==> config.mk <==
export PLATFORM = sky130hd
export DESIGN_NAME = wrist_raise_and_still_detector
export DESIGN_NICKNAME = d
export VERILOG_FILES = /design/src/rtl/wrsd_pkg.sv /design/src/rtl/wrist_raise_and_still_detector.sv
export SDC_FILE = /design/constraint.sdc
export NUM_CORES = 2
export LEC_CHECK = 0
export BUFFER_PORTS_ARGS = -buffer_cell sky130_fd_sc_hd__clkbuf_2
export CORE_AREA = 10 10 417 419
export CTS_CLUSTER_DIAMETER = 120
export DETAILED_ROUTE_END_ITERATION = 7
export DIE_AREA = 0 0 427 429
export GPL_TIMING_DRIVEN = 0
export HOLD_SLACK_MARGIN = 0.12
export PLACE_DENSITY_LB_ADDON = 0.1
export SYNTH_ARGS = -nofsm -noshare
export SYNTH_HDL_FRONTEND = slang
export SYNTH_SLANG_ARGS = --single-unit
==> constraint.sdc <==
create_clock -name clk -period 60.9 [get_ports clk]
set_input_delay 6.09 -clock clk [delete_from_list [all_inputs] [get_ports clk]]
set_output_delay 6.09 -clock clk [all_outputs]
set_load 0.05 [all_outputs]
==> src/rtl/wrsd_pkg.sv <==
// shared types, constants and the gravity smoothing function of the wrist-raise detector
package wrsd_pkg;

  // ring history of gravity estimates: the newest entry and those before it
  localparam int HIST_DEPTH = 26;
  // entries kept in the shift line; the slot the next write would free is never read
  localparam int HIST_TAPS  = HIST_DEPTH - 1;

  localparam int AXIS_W      = 13;
  localparam int LIN_W       = AXIS_W + 1;
  localparam int SMOOTH_W    = AXIS_W + 4;
  localparam int MAG_W       = SMOOTH_W - 1;
  localparam int PROD_W      = 2 * AXIS_W;
  localparam int DOT_W       = PROD_W + 2;
  localparam int TIME_W      = 32;
  localparam int JITTER_W    = 13;
  localparam int PERP_W      = 26;
  localparam int TILT_W      = 13;
  localparam int HOLD_W      = 16;
  localparam int CMP_W       = LIN_W + 1;

  localparam int IN_TDATA_W  = 80;
  localparam int OUT_TDATA_W = 48;
  localparam int CFG_ADDR_W  = 2;
  localparam int CFG_DATA_W  = 26;

  // g = (9 * g + a) / 10, the divide done as a multiply by a reciprocal
  localparam int SMOOTH_WEIGHT = 9;
  localparam int RECIP_10      = 52429;
  localparam int RECIP_SHIFT   = 19;
  localparam int RECIP_PROD_W  = 32;

  // register values after reset
  localparam logic [JITTER_W-1:0] JITTER_RESET = 13'd200;
  localparam logic [PERP_W-1:0]   PERP_RESET   = 26'd100000;
  localparam logic [TILT_W-1:0]   TILT_RESET   = 13'h1DA8;   // -600
  localparam logic [HOLD_W-1:0]   HOLD_RESET   = 16'd60;

  typedef enum logic [CFG_ADDR_W-1:0] {
    REG_JITTER = 2'd0,
    REG_PERP   = 2'd1,
    REG_TILT   = 2'd2,
    REG_HOLD   = 2'd3
  } cfg_reg_t;

  typedef enum logic {
    FUNC_SAMPLE = 1'b0,
    FUNC_TICK   = 1'b1
  } func_t;

  typedef logic [2:0][AXIS_W-1:0] vec_t;
  typedef logic [2:0][LIN_W-1:0]  lin_vec_t;

  // item held between the gravity stage and the result stage
  typedef struct packed {
    func_t             func;
    logic              proc;      // sample updated the history
    logic              check;     // still-exit check at batch end
    logic              charging;
    logic [TIME_W-1:0] now;
    vec_t              accel;
    vec_t              grav;      // newest history entry after the item
    vec_t              oldest;    // oldest history entry
  } s1_t;

  typedef struct packed {
    vec_t grav;
    logic still;
    logic wake;
  } res_t;

  // one axis of the gravity low-pass, truncated toward zero
  function automatic logic [AXIS_W-1:0] smooth(input logic [AXIS_W-1:0] prev,
                                               input logic [AXIS_W-1:0] a);
    logic signed [SMOOTH_W-1:0] acc;
    logic [MAG_W-1:0]           mag;
    logic [RECIP_PROD_W-1:0]    prod;
    logic [AXIS_W-1:0]          q;
    acc  = SMOOTH_W'($signed(prev)) * SMOOTH_W'(SMOOTH_WEIGHT) + SMOOTH_W'($signed(a));
    mag  = acc[SMOOTH_W-1] ? MAG_W'(-acc) : acc[MAG_W-1:0];
    prod = RECIP_PROD_W'(mag) * RECIP_PROD_W'(RECIP_10);
    q    = AXIS_W'(prod >> RECIP_SHIFT);
    return acc[SMOOTH_W-1] ? AXIS_W'(-q) : q;
  endfunction

endpackage

==> src/rtl/wrist_raise_and_still_detector.sv <==
// wrist-raise and still detector: gravity stage, result stage and config registers
//
// channel  | dir | transfer moves
// s_*      | in  | one accelerometer sample or minute tick
// m_*      | out | one result: wake, still flag, gravity estimate
// cfg_*    | in  | one register write, no handshake
//
// two register stages: the gravity filter and history shift line, then the
// dot product, trackers and still logic into the output register.
// one item per cycle while the output is not stalled; a result passes through the
// first stage register and then the output register before it can leave.
// the gravity recurrence closes within the first stage, so nothing waits on it.
// rst clears the history, trackers, flags and valid bits and loads the register reset values.
// a stalled output holds its result; the first stage still fills behind it.
module wrist_raise_and_still_detector (
  input  logic                                 clk,
  input  logic                                 rst,
  input  logic                                 s_tvalid,
  output logic                                 s_tready,
  // accel_x, accel_y, accel_z, motor_vibrated, first_of_batch, charging, now_seconds, zero pad
  input  logic [wrsd_pkg::IN_TDATA_W-1:0]      s_tdata,
  // func
  input  logic [0:0]                           s_tuser,
  // last_of_batch
  input  logic                                 s_tlast,
  output logic                                 m_tvalid,
  input  logic                                 m_tready,
  // wake_request, still_mode, gravity_x, gravity_y, gravity_z, zero pad
  output logic [wrsd_pkg::OUT_TDATA_W-1:0]     m_tdata,
  input  logic                                 cfg_we,
  input  logic [wrsd_pkg::CFG_ADDR_W-1:0]      cfg_addr,
  input  logic [wrsd_pkg::CFG_DATA_W-1:0]      cfg_wdata
);

  // configuration registers
  logic [wrsd_pkg::JITTER_W-1:0] jitter_limit;
  logic [wrsd_pkg::PERP_W-1:0]   perp_limit;
  logic [wrsd_pkg::TILT_W-1:0]   tilt_limit;
  logic [wrsd_pkg::HOLD_W-1:0]   hold_seconds;

  // first stage state
  wrsd_pkg::vec_t hist [wrsd_pkg::HIST_TAPS];
  logic           batch_aborted;
  logic           s1_valid;
  wrsd_pkg::s1_t  s1;

  // result stage state
  wrsd_pkg::lin_vec_t            trk_min;
  wrsd_pkg::lin_vec_t            trk_max;
  logic                          still_flag;
  logic [wrsd_pkg::TIME_W-1:0]   still_start;
  logic                          out_valid;
  wrsd_pkg::res_t                res;

  // input unpacking
  wrsd_pkg::func_t             in_func;
  wrsd_pkg::vec_t              in_accel;
  logic                        in_vib;
  logic                        in_first;
  logic                        in_charging;
  logic [wrsd_pkg::TIME_W-1:0] in_now;

  logic          out_en;
  logic          s1_en;
  logic          in_xfer;
  logic          in_proc;
  logic          in_check;
  logic          aborted_next;
  wrsd_pkg::vec_t g_new;

  // result stage combinational values
  wrsd_pkg::lin_vec_t          lin;
  wrsd_pkg::lin_vec_t          upd_min;
  wrsd_pkg::lin_vec_t          upd_max;
  wrsd_pkg::lin_vec_t          trk_min_next;
  wrsd_pkg::lin_vec_t          trk_max_next;
  logic                        still_next;
  logic [wrsd_pkg::TIME_W-1:0] start_next;
  logic                        wake_next;
  logic signed [wrsd_pkg::DOT_W-1:0] dot;
  logic                        rot_wake;

  assign in_func     = wrsd_pkg::func_t'(s_tuser[0]);
  assign in_accel[0] = s_tdata[12:0];
  assign in_accel[1] = s_tdata[25:13];
  assign in_accel[2] = s_tdata[38:26];
  assign in_vib      = s_tdata[39];
  assign in_first    = s_tdata[40];
  assign in_charging = s_tdata[41];
  assign in_now      = s_tdata[73:42];

  // handshake: each stage moves when the one after it has room
  assign out_en   = !out_valid || m_tready;
  assign s1_en    = !s1_valid || out_en;
  assign s_tready = s1_en;
  assign in_xfer  = s_tvalid && s1_en;

  assign m_tvalid = out_valid;
  assign m_tdata  = {7'd0, res.grav[2], res.grav[1], res.grav[0], res.still, res.wake};

  // register writes
  always_ff @(posedge clk) begin
    if (rst) begin
      jitter_limit <= wrsd_pkg::JITTER_RESET;
      perp_limit   <= wrsd_pkg::PERP_RESET;
      tilt_limit   <= wrsd_pkg::TILT_RESET;
      hold_seconds <= wrsd_pkg::HOLD_RESET;
    end else if (cfg_we) begin
      unique case (wrsd_pkg::cfg_reg_t'(cfg_addr))
        wrsd_pkg::REG_JITTER: jitter_limit <= cfg_wdata[wrsd_pkg::JITTER_W-1:0];
        wrsd_pkg::REG_PERP:   perp_limit   <= cfg_wdata[wrsd_pkg::PERP_W-1:0];
        wrsd_pkg::REG_TILT:   tilt_limit   <= cfg_wdata[wrsd_pkg::TILT_W-1:0];
        wrsd_pkg::REG_HOLD:   hold_seconds <= cfg_wdata[wrsd_pkg::HOLD_W-1:0];
        default: ;
      endcase
    end
  end

  // batch marks and vibration abort decide whether a sample is used
  always_comb begin
    in_proc      = 1'b0;
    in_check     = 1'b0;
    aborted_next = batch_aborted;
    if (in_func == wrsd_pkg::FUNC_SAMPLE) begin
      if (in_first) begin
        aborted_next = 1'b0;
        in_check     = s_tlast;
      end else if (!batch_aborted) begin
        if (in_vib) begin
          aborted_next = 1'b1;
        end else begin
          in_proc  = 1'b1;
          in_check = s_tlast;
        end
      end
      if (s_tlast) begin
        aborted_next = 1'b0;
      end
    end
  end

  // gravity low-pass against the newest history entry
  always_comb begin
    for (int k = 0; k < 3; k++) begin
      g_new[k] = wrsd_pkg::smooth(hist[0][k], in_accel[k]);
    end
  end

  // history shift line, newest entry in slot zero
  always_ff @(posedge clk) begin
    if (rst) begin
      for (int i = 0; i < wrsd_pkg::HIST_TAPS; i++) begin
        hist[i] <= '0;
      end
      batch_aborted <= 1'b0;
    end else if (in_xfer) begin
      batch_aborted <= aborted_next;
      if (in_proc) begin
        hist[0] <= g_new;
        for (int i = 1; i < wrsd_pkg::HIST_TAPS; i++) begin
          hist[i] <= hist[i-1];
        end
      end
    end
  end

  // first stage register
  always_ff @(posedge clk) begin
    if (rst) begin
      s1_valid <= 1'b0;
    end else if (s1_en) begin
      s1_valid <= s_tvalid;
    end
  end

  always_ff @(posedge clk) begin
    if (in_xfer) begin
      s1.func     <= in_func;
      s1.proc     <= in_proc;
      s1.check    <= in_check;
      s1.charging <= in_charging;
      s1.now      <= in_now;
      s1.accel    <= in_accel;
      s1.grav     <= in_proc ? g_new : hist[0];
      s1.oldest   <= hist[wrsd_pkg::HIST_TAPS-1];
    end
  end

  // rotation test: dot product with the oldest entry and tilt of y and z
  always_comb begin
    dot = '0;
    for (int k = 0; k < 3; k++) begin
      dot = dot + wrsd_pkg::DOT_W'($signed(s1.grav[k]))
                * wrsd_pkg::DOT_W'($signed(s1.oldest[k]));
    end
    rot_wake = s1.proc
        && (dot > -$signed({2'b00, perp_limit}))
        && (dot < $signed({2'b00, perp_limit}))
        && ($signed(s1.grav[1]) < $signed(tilt_limit))
        && ($signed(s1.grav[2]) < $signed(tilt_limit));
  end

  // linear acceleration into the min/max trackers
  always_comb begin
    logic trk_empty;
    trk_empty = (trk_min[0] == '0) && (trk_min[1] == '0) && (trk_min[2] == '0);
    for (int k = 0; k < 3; k++) begin
      lin[k] = wrsd_pkg::LIN_W'($signed(s1.accel[k])) - wrsd_pkg::LIN_W'($signed(s1.grav[k]));
      upd_min[k] = trk_empty ? lin[k] : trk_min[k];
      upd_max[k] = trk_empty ? lin[k] : trk_max[k];
      if ($signed(lin[k]) < $signed(upd_min[k])) begin
        upd_min[k] = lin[k];
      end
      if ($signed(lin[k]) > $signed(upd_max[k])) begin
        upd_max[k] = lin[k];
      end
    end
  end

  // still mode entry on a tick, exit at batch end
  always_comb begin
    logic signed [wrsd_pkg::CMP_W-1:0] jl;
    logic signed [wrsd_pkg::CMP_W-1:0] zmin;
    logic signed [wrsd_pkg::CMP_W-1:0] zmax;
    logic [wrsd_pkg::TIME_W-1:0]       elapsed;
    jl           = $signed({2'b00, jitter_limit});
    trk_min_next = trk_min;
    trk_max_next = trk_max;
    still_next   = still_flag;
    start_next   = still_start;
    wake_next    = 1'b0;
    elapsed      = s1.now - still_start;
    if (s1.func == wrsd_pkg::FUNC_TICK) begin
      zmin = wrsd_pkg::CMP_W'($signed(trk_min[2]));
      zmax = wrsd_pkg::CMP_W'($signed(trk_max[2]));
      if (!still_flag) begin
        if ((zmax < jl) && (zmin > -jl)) begin
          if (!s1.charging) begin
            still_next = 1'b1;
            start_next = s1.now;
          end
        end else begin
          trk_min_next = '0;
          trk_max_next = '0;
        end
      end
    end else begin
      if (s1.proc) begin
        trk_min_next = upd_min;
        trk_max_next = upd_max;
      end
      zmin      = wrsd_pkg::CMP_W'($signed(trk_min_next[2]));
      zmax      = wrsd_pkg::CMP_W'($signed(trk_max_next[2]));
      wake_next = rot_wake;
      if (s1.check && still_flag && ((zmax > jl) || (zmin < -jl))) begin
        still_next = 1'b0;
        if (elapsed > wrsd_pkg::TIME_W'(hold_seconds)) begin
          wake_next = 1'b1;
        end
      end
    end
  end

  // result stage state and output register
  always_ff @(posedge clk) begin
    if (rst) begin
      trk_min     <= '0;
      trk_max     <= '0;
      still_flag  <= 1'b0;
      still_start <= '0;
      out_valid   <= 1'b0;
    end else if (out_en) begin
      out_valid <= s1_valid;
      if (s1_valid) begin
        trk_min     <= trk_min_next;
        trk_max     <= trk_max_next;
        still_flag  <= still_next;
        still_start <= start_next;
      end
    end
  end

  always_ff @(posedge clk) begin
    if (out_en && s1_valid) begin
      res.wake  <= wake_next;
      res.still <= still_next;
      res.grav  <= s1.grav;
    end
  end

  // gravity history moves only on a transfer
  a_hist_hold: assert property (@(posedge clk) disable iff (rst)
    !in_xfer |=> $stable(hist[0]) && $stable(hist[wrsd_pkg::HIST_TAPS-1]))
    else $error("gravity history changed without an input transfer");

  // trackers keep minimum at or below maximum on every axis
  a_trk_order: assert property (@(posedge clk) disable iff (rst)
    ($signed(trk_min[0]) <= $signed(trk_max[0]))
    && ($signed(trk_min[1]) <= $signed(trk_max[1]))
    && ($signed(trk_min[2]) <= $signed(trk_max[2])))
    else $error("motion tracker minimum above maximum");

  // still mode is entered only by a minute tick leaving the first stage
  a_still_entry: assert property (@(posedge clk) disable iff (rst)
    (!still_flag && !(s1_valid && out_en && s1.func == wrsd_pkg::FUNC_TICK)) |=> !still_flag)
    else $error("still mode entered without a minute tick");

  // the end of a batch always clears the abort mark
  a_abort_clear: assert property (@(posedge clk) disable iff (rst)
    (in_xfer && in_func == wrsd_pkg::FUNC_SAMPLE && s_tlast) |=> !batch_aborted)
    else $error("batch abort mark survived the end of a batch");

endmodule

==> summary.txt <==
Floorplan
  • I/O pin cnt: 165
  • Initial Util: 59.4%
  • DIE AREA: 183,000 µm²
  • Area of the core: 166,000 µm²
  • Row Count: 150
  • DIE HEIGHT: 429 µm
  • Horiz. Die Dim: 427 µm

CTS
  • TritonCTS Buffers: 142
  • Clk pin slew, worst setup/hold paths: 0.06 ns
  • H-Tree Depth: 4
  • Max clock buf depth: 3
  • Post-cts sizing count: 0
  • Sinks on Clock Net: 1,329
  • CTS tree: done
  • Worst-Skew Late Latency: 0.81 ns
  • Root Driver: clkbuf_16
  • Post-CTS Setup Repair Bufs: 0
  • Hold-fix buffers at CTS: 0

Global route
  • Largest net degree at the start of global routing: 78
  • Vias in the first global route: 64,792
  • Grt ovf: 0
  • Total track usage: 27.0%
  • Initial antenna violation count: 31
  • First-pass GRT wire length: 379 mm

Critical path
  • FF-to-FF Start: hist[0][17]
  • Reg2reg end: s1[57]
  • Crit path largest cell delay: 0.91 ns
  • Required time worst endpoint: 61.40 ns
  • CP endpoint: s1[57]
  • Slowest stage cell on the critical path: a2111oi_0
  • Reg2Reg Depth: 35
  • Reg2Reg Setup Slack: 48.65 ns
  • Startpoint class of the critical path: primary input
  • CP Depth: 36
  • CP Buf/Inv Count: 3
  • Worst path arrival time: 17.50 ns
  • Crit Path Max Fanout: 6
  • Worst setup EP type: flip-flop
  • Top delay family on crit path: adder cells
  • Crit. Startpoint: s_tdata[17]
  • Crit Path Class: in -> reg
  • CP most frequent cell: ha_1

Route
  • Met2 Wirelength: 115 mm
  • Antenna Violating Nets Remaining: 0
  • Routed wl met3: 16.3 mm
  • DR vias: 63,399
  • Top routing layer used: met5
  • Final WL: 244 mm
  • Routed length per instance: 21.2 µm
  • Metal-1 WL: 102 mm
  • Drt pass-1 iters: 6
  • DRT iter0 DRCs: 4,479
  • Post-route DRC: 0
  • Vias/cell: 5.50

Timing
  • Worst-margin pin slew: 1.27 ns
  • Fin crit period: 17.00 ns
  • Final setup violation count: 0
  • Slew Limit Headroom: 14.4%
  • Final Skew: 0.0522 ns
  • Hold Slack: 0.401 ns
  • F_max: 58.8 MHz
  • Max-slew violations: 0
  • Hold Vio Cnt, Final: 0
  • RSZ-0062 raised after global routing: no
  • Post-route clock period utilization: 27.9%

Yosys
  • Avg Inst Size Synth: 11.1 µm²
  • Seq/Total Area, Yosys: 38.9%
  • FF+latch count, synth: 1,329
  • Ys flop type: edfxtp_1
  • Post-Synthesis Cells: 8,857
  • EDFF count, synth: 1,169
  • Yosys cell types: 105
  • Mapped Area: 98,500 µm²
  • Yosys Warn Count: 0
  • Fraction of synthesis flops using an asynchronous set or reset pin: 0%

Placement
  • IO buf count: 150
  • GPL Wtd Cong: 0.948
  • Dpl cell area: 103,000 µm²
  • Placed Instances: 11,252
  • Final HPWL from detailed placement: 201 mm

Cells and area
  • Final core occ: 64.8%
  • Finished Cell Area: 108,000 µm²
  • Synth-to-layout area growth: 9.15%
  • Final Non-Filler Cells: 11,520
  • Most frequent cells in the layout: 1,484 x inv_1, 1,169 x edfxtp_1, 971 x and2_1
  • Net count, final: 11,151
  • Most common cell after layout, fill and taps aside: inv_1
  • Layout cells sized above 1: 5.25%

Min path
  • Worst hold path class: reg -> reg
  • HP Start: hist[24][32]
  • Hold path depth: 0

Run status
  • Status: complete, no violations

Flow run
  • MaxCap Viol Count: 0
-- worst reg2reg max path, delay by kind of cell (launching register included) --
| family | cells | cell delay, ns |
|---|---|---|
| compound gates | 10 | 3.46 |
| xor+xnor | 5 | 1.50 |
| fa+ha+maj | 11 | 4.50 |
| buf+inv | 2 | 0.09 |
| flops | 1 | 0.58 |
| simple gates | 7 | 1.80 |
-- per-stage QoR --
stage	setup TNS (ns)	setup slack, ns
after detailed placement	0	43.28
after CTS	0	44.10
after floorplan	0	7.10
final	0	43.90
after global placement	-8224.06	-8.50
after global routing	0	43.28
-- state kept, by name (all words and copies together), names as in the netlist, 13 cells and up --
register and count:
jitter_limit 13, hold_seconds 16, hist 975, m_tdata 41, still_start 32, s1 153
trk_min 42, perp_limit 26, trk_max 14, tilt_limit 13
-- layout make-up --
cell class	instances	area, µm²
well taps	2204	2760
clock buffers	174	3760
multi-input cells	5774	53600
clock inverters	77	907
inverters	1487	5590
fillers	13163	58400
repair buffers	185	1490
plain buffers	273	1060
diodes	17	42.5
flip-flops and latches	1329	38300
-- worst min path at each step --
stage / slack [ns] / end
2_1_floorplan: 0.40 / s1[0]
3_3_place_gp: 0.40 / s1[26]
3_5_place_dp: 0.41 / s1[2]
4_1_cts: 0.40 / s1[32]
5_1_grt: 0.42 / s1[32]
6_report: 0.40 / s1[32]
-- layer usage --
metal  vias to the layer above  GRT usage, %
met3                       422          5.29
met4                         8          10.5
met2                      1734          43.6
met1                     31394          36.1
li1                      29841             -
met5                         -             0
-- cells in the mapped netlist, types with 82 or more instances --
library cell  number  area (µm²)
a21o_1           102         766
a21oi_1          313        1570
and2_1           971        6070
clkbuf_1         258         968
dfxtp_1          160        3200
edfxtp_1        1169       35100
fa_1             902       18100
ha_1             942       11800
inv_1           1486        5580
nand2_1          532        2000
nor2_1           313        1170
nor2b_1          331        2070
o21ai_0          204        1020
xnor2_1          203        1780
xor2_1            82         718
-- cell families after synthesis --
| family | Yosys count | share of synthesized area (%) |
|---|---|---|
| simple gates | 2537 | 14.0 |
| compound gates | 1015 | 6.64 |
| xor+xnor | 287 | 2.57 |
| fa+ha+maj | 1846 | 30.3 |
| flops | 1329 | 38.9 |
| buf+inv | 1760 | 6.74 |
| mux | 82 | 0.865 |
| other cells | 1 | 0.00381 |
Power is left out: the tool's default activity adds up to more than one toggle a clock period on the data nets, which glitch-free logic cannot reach.
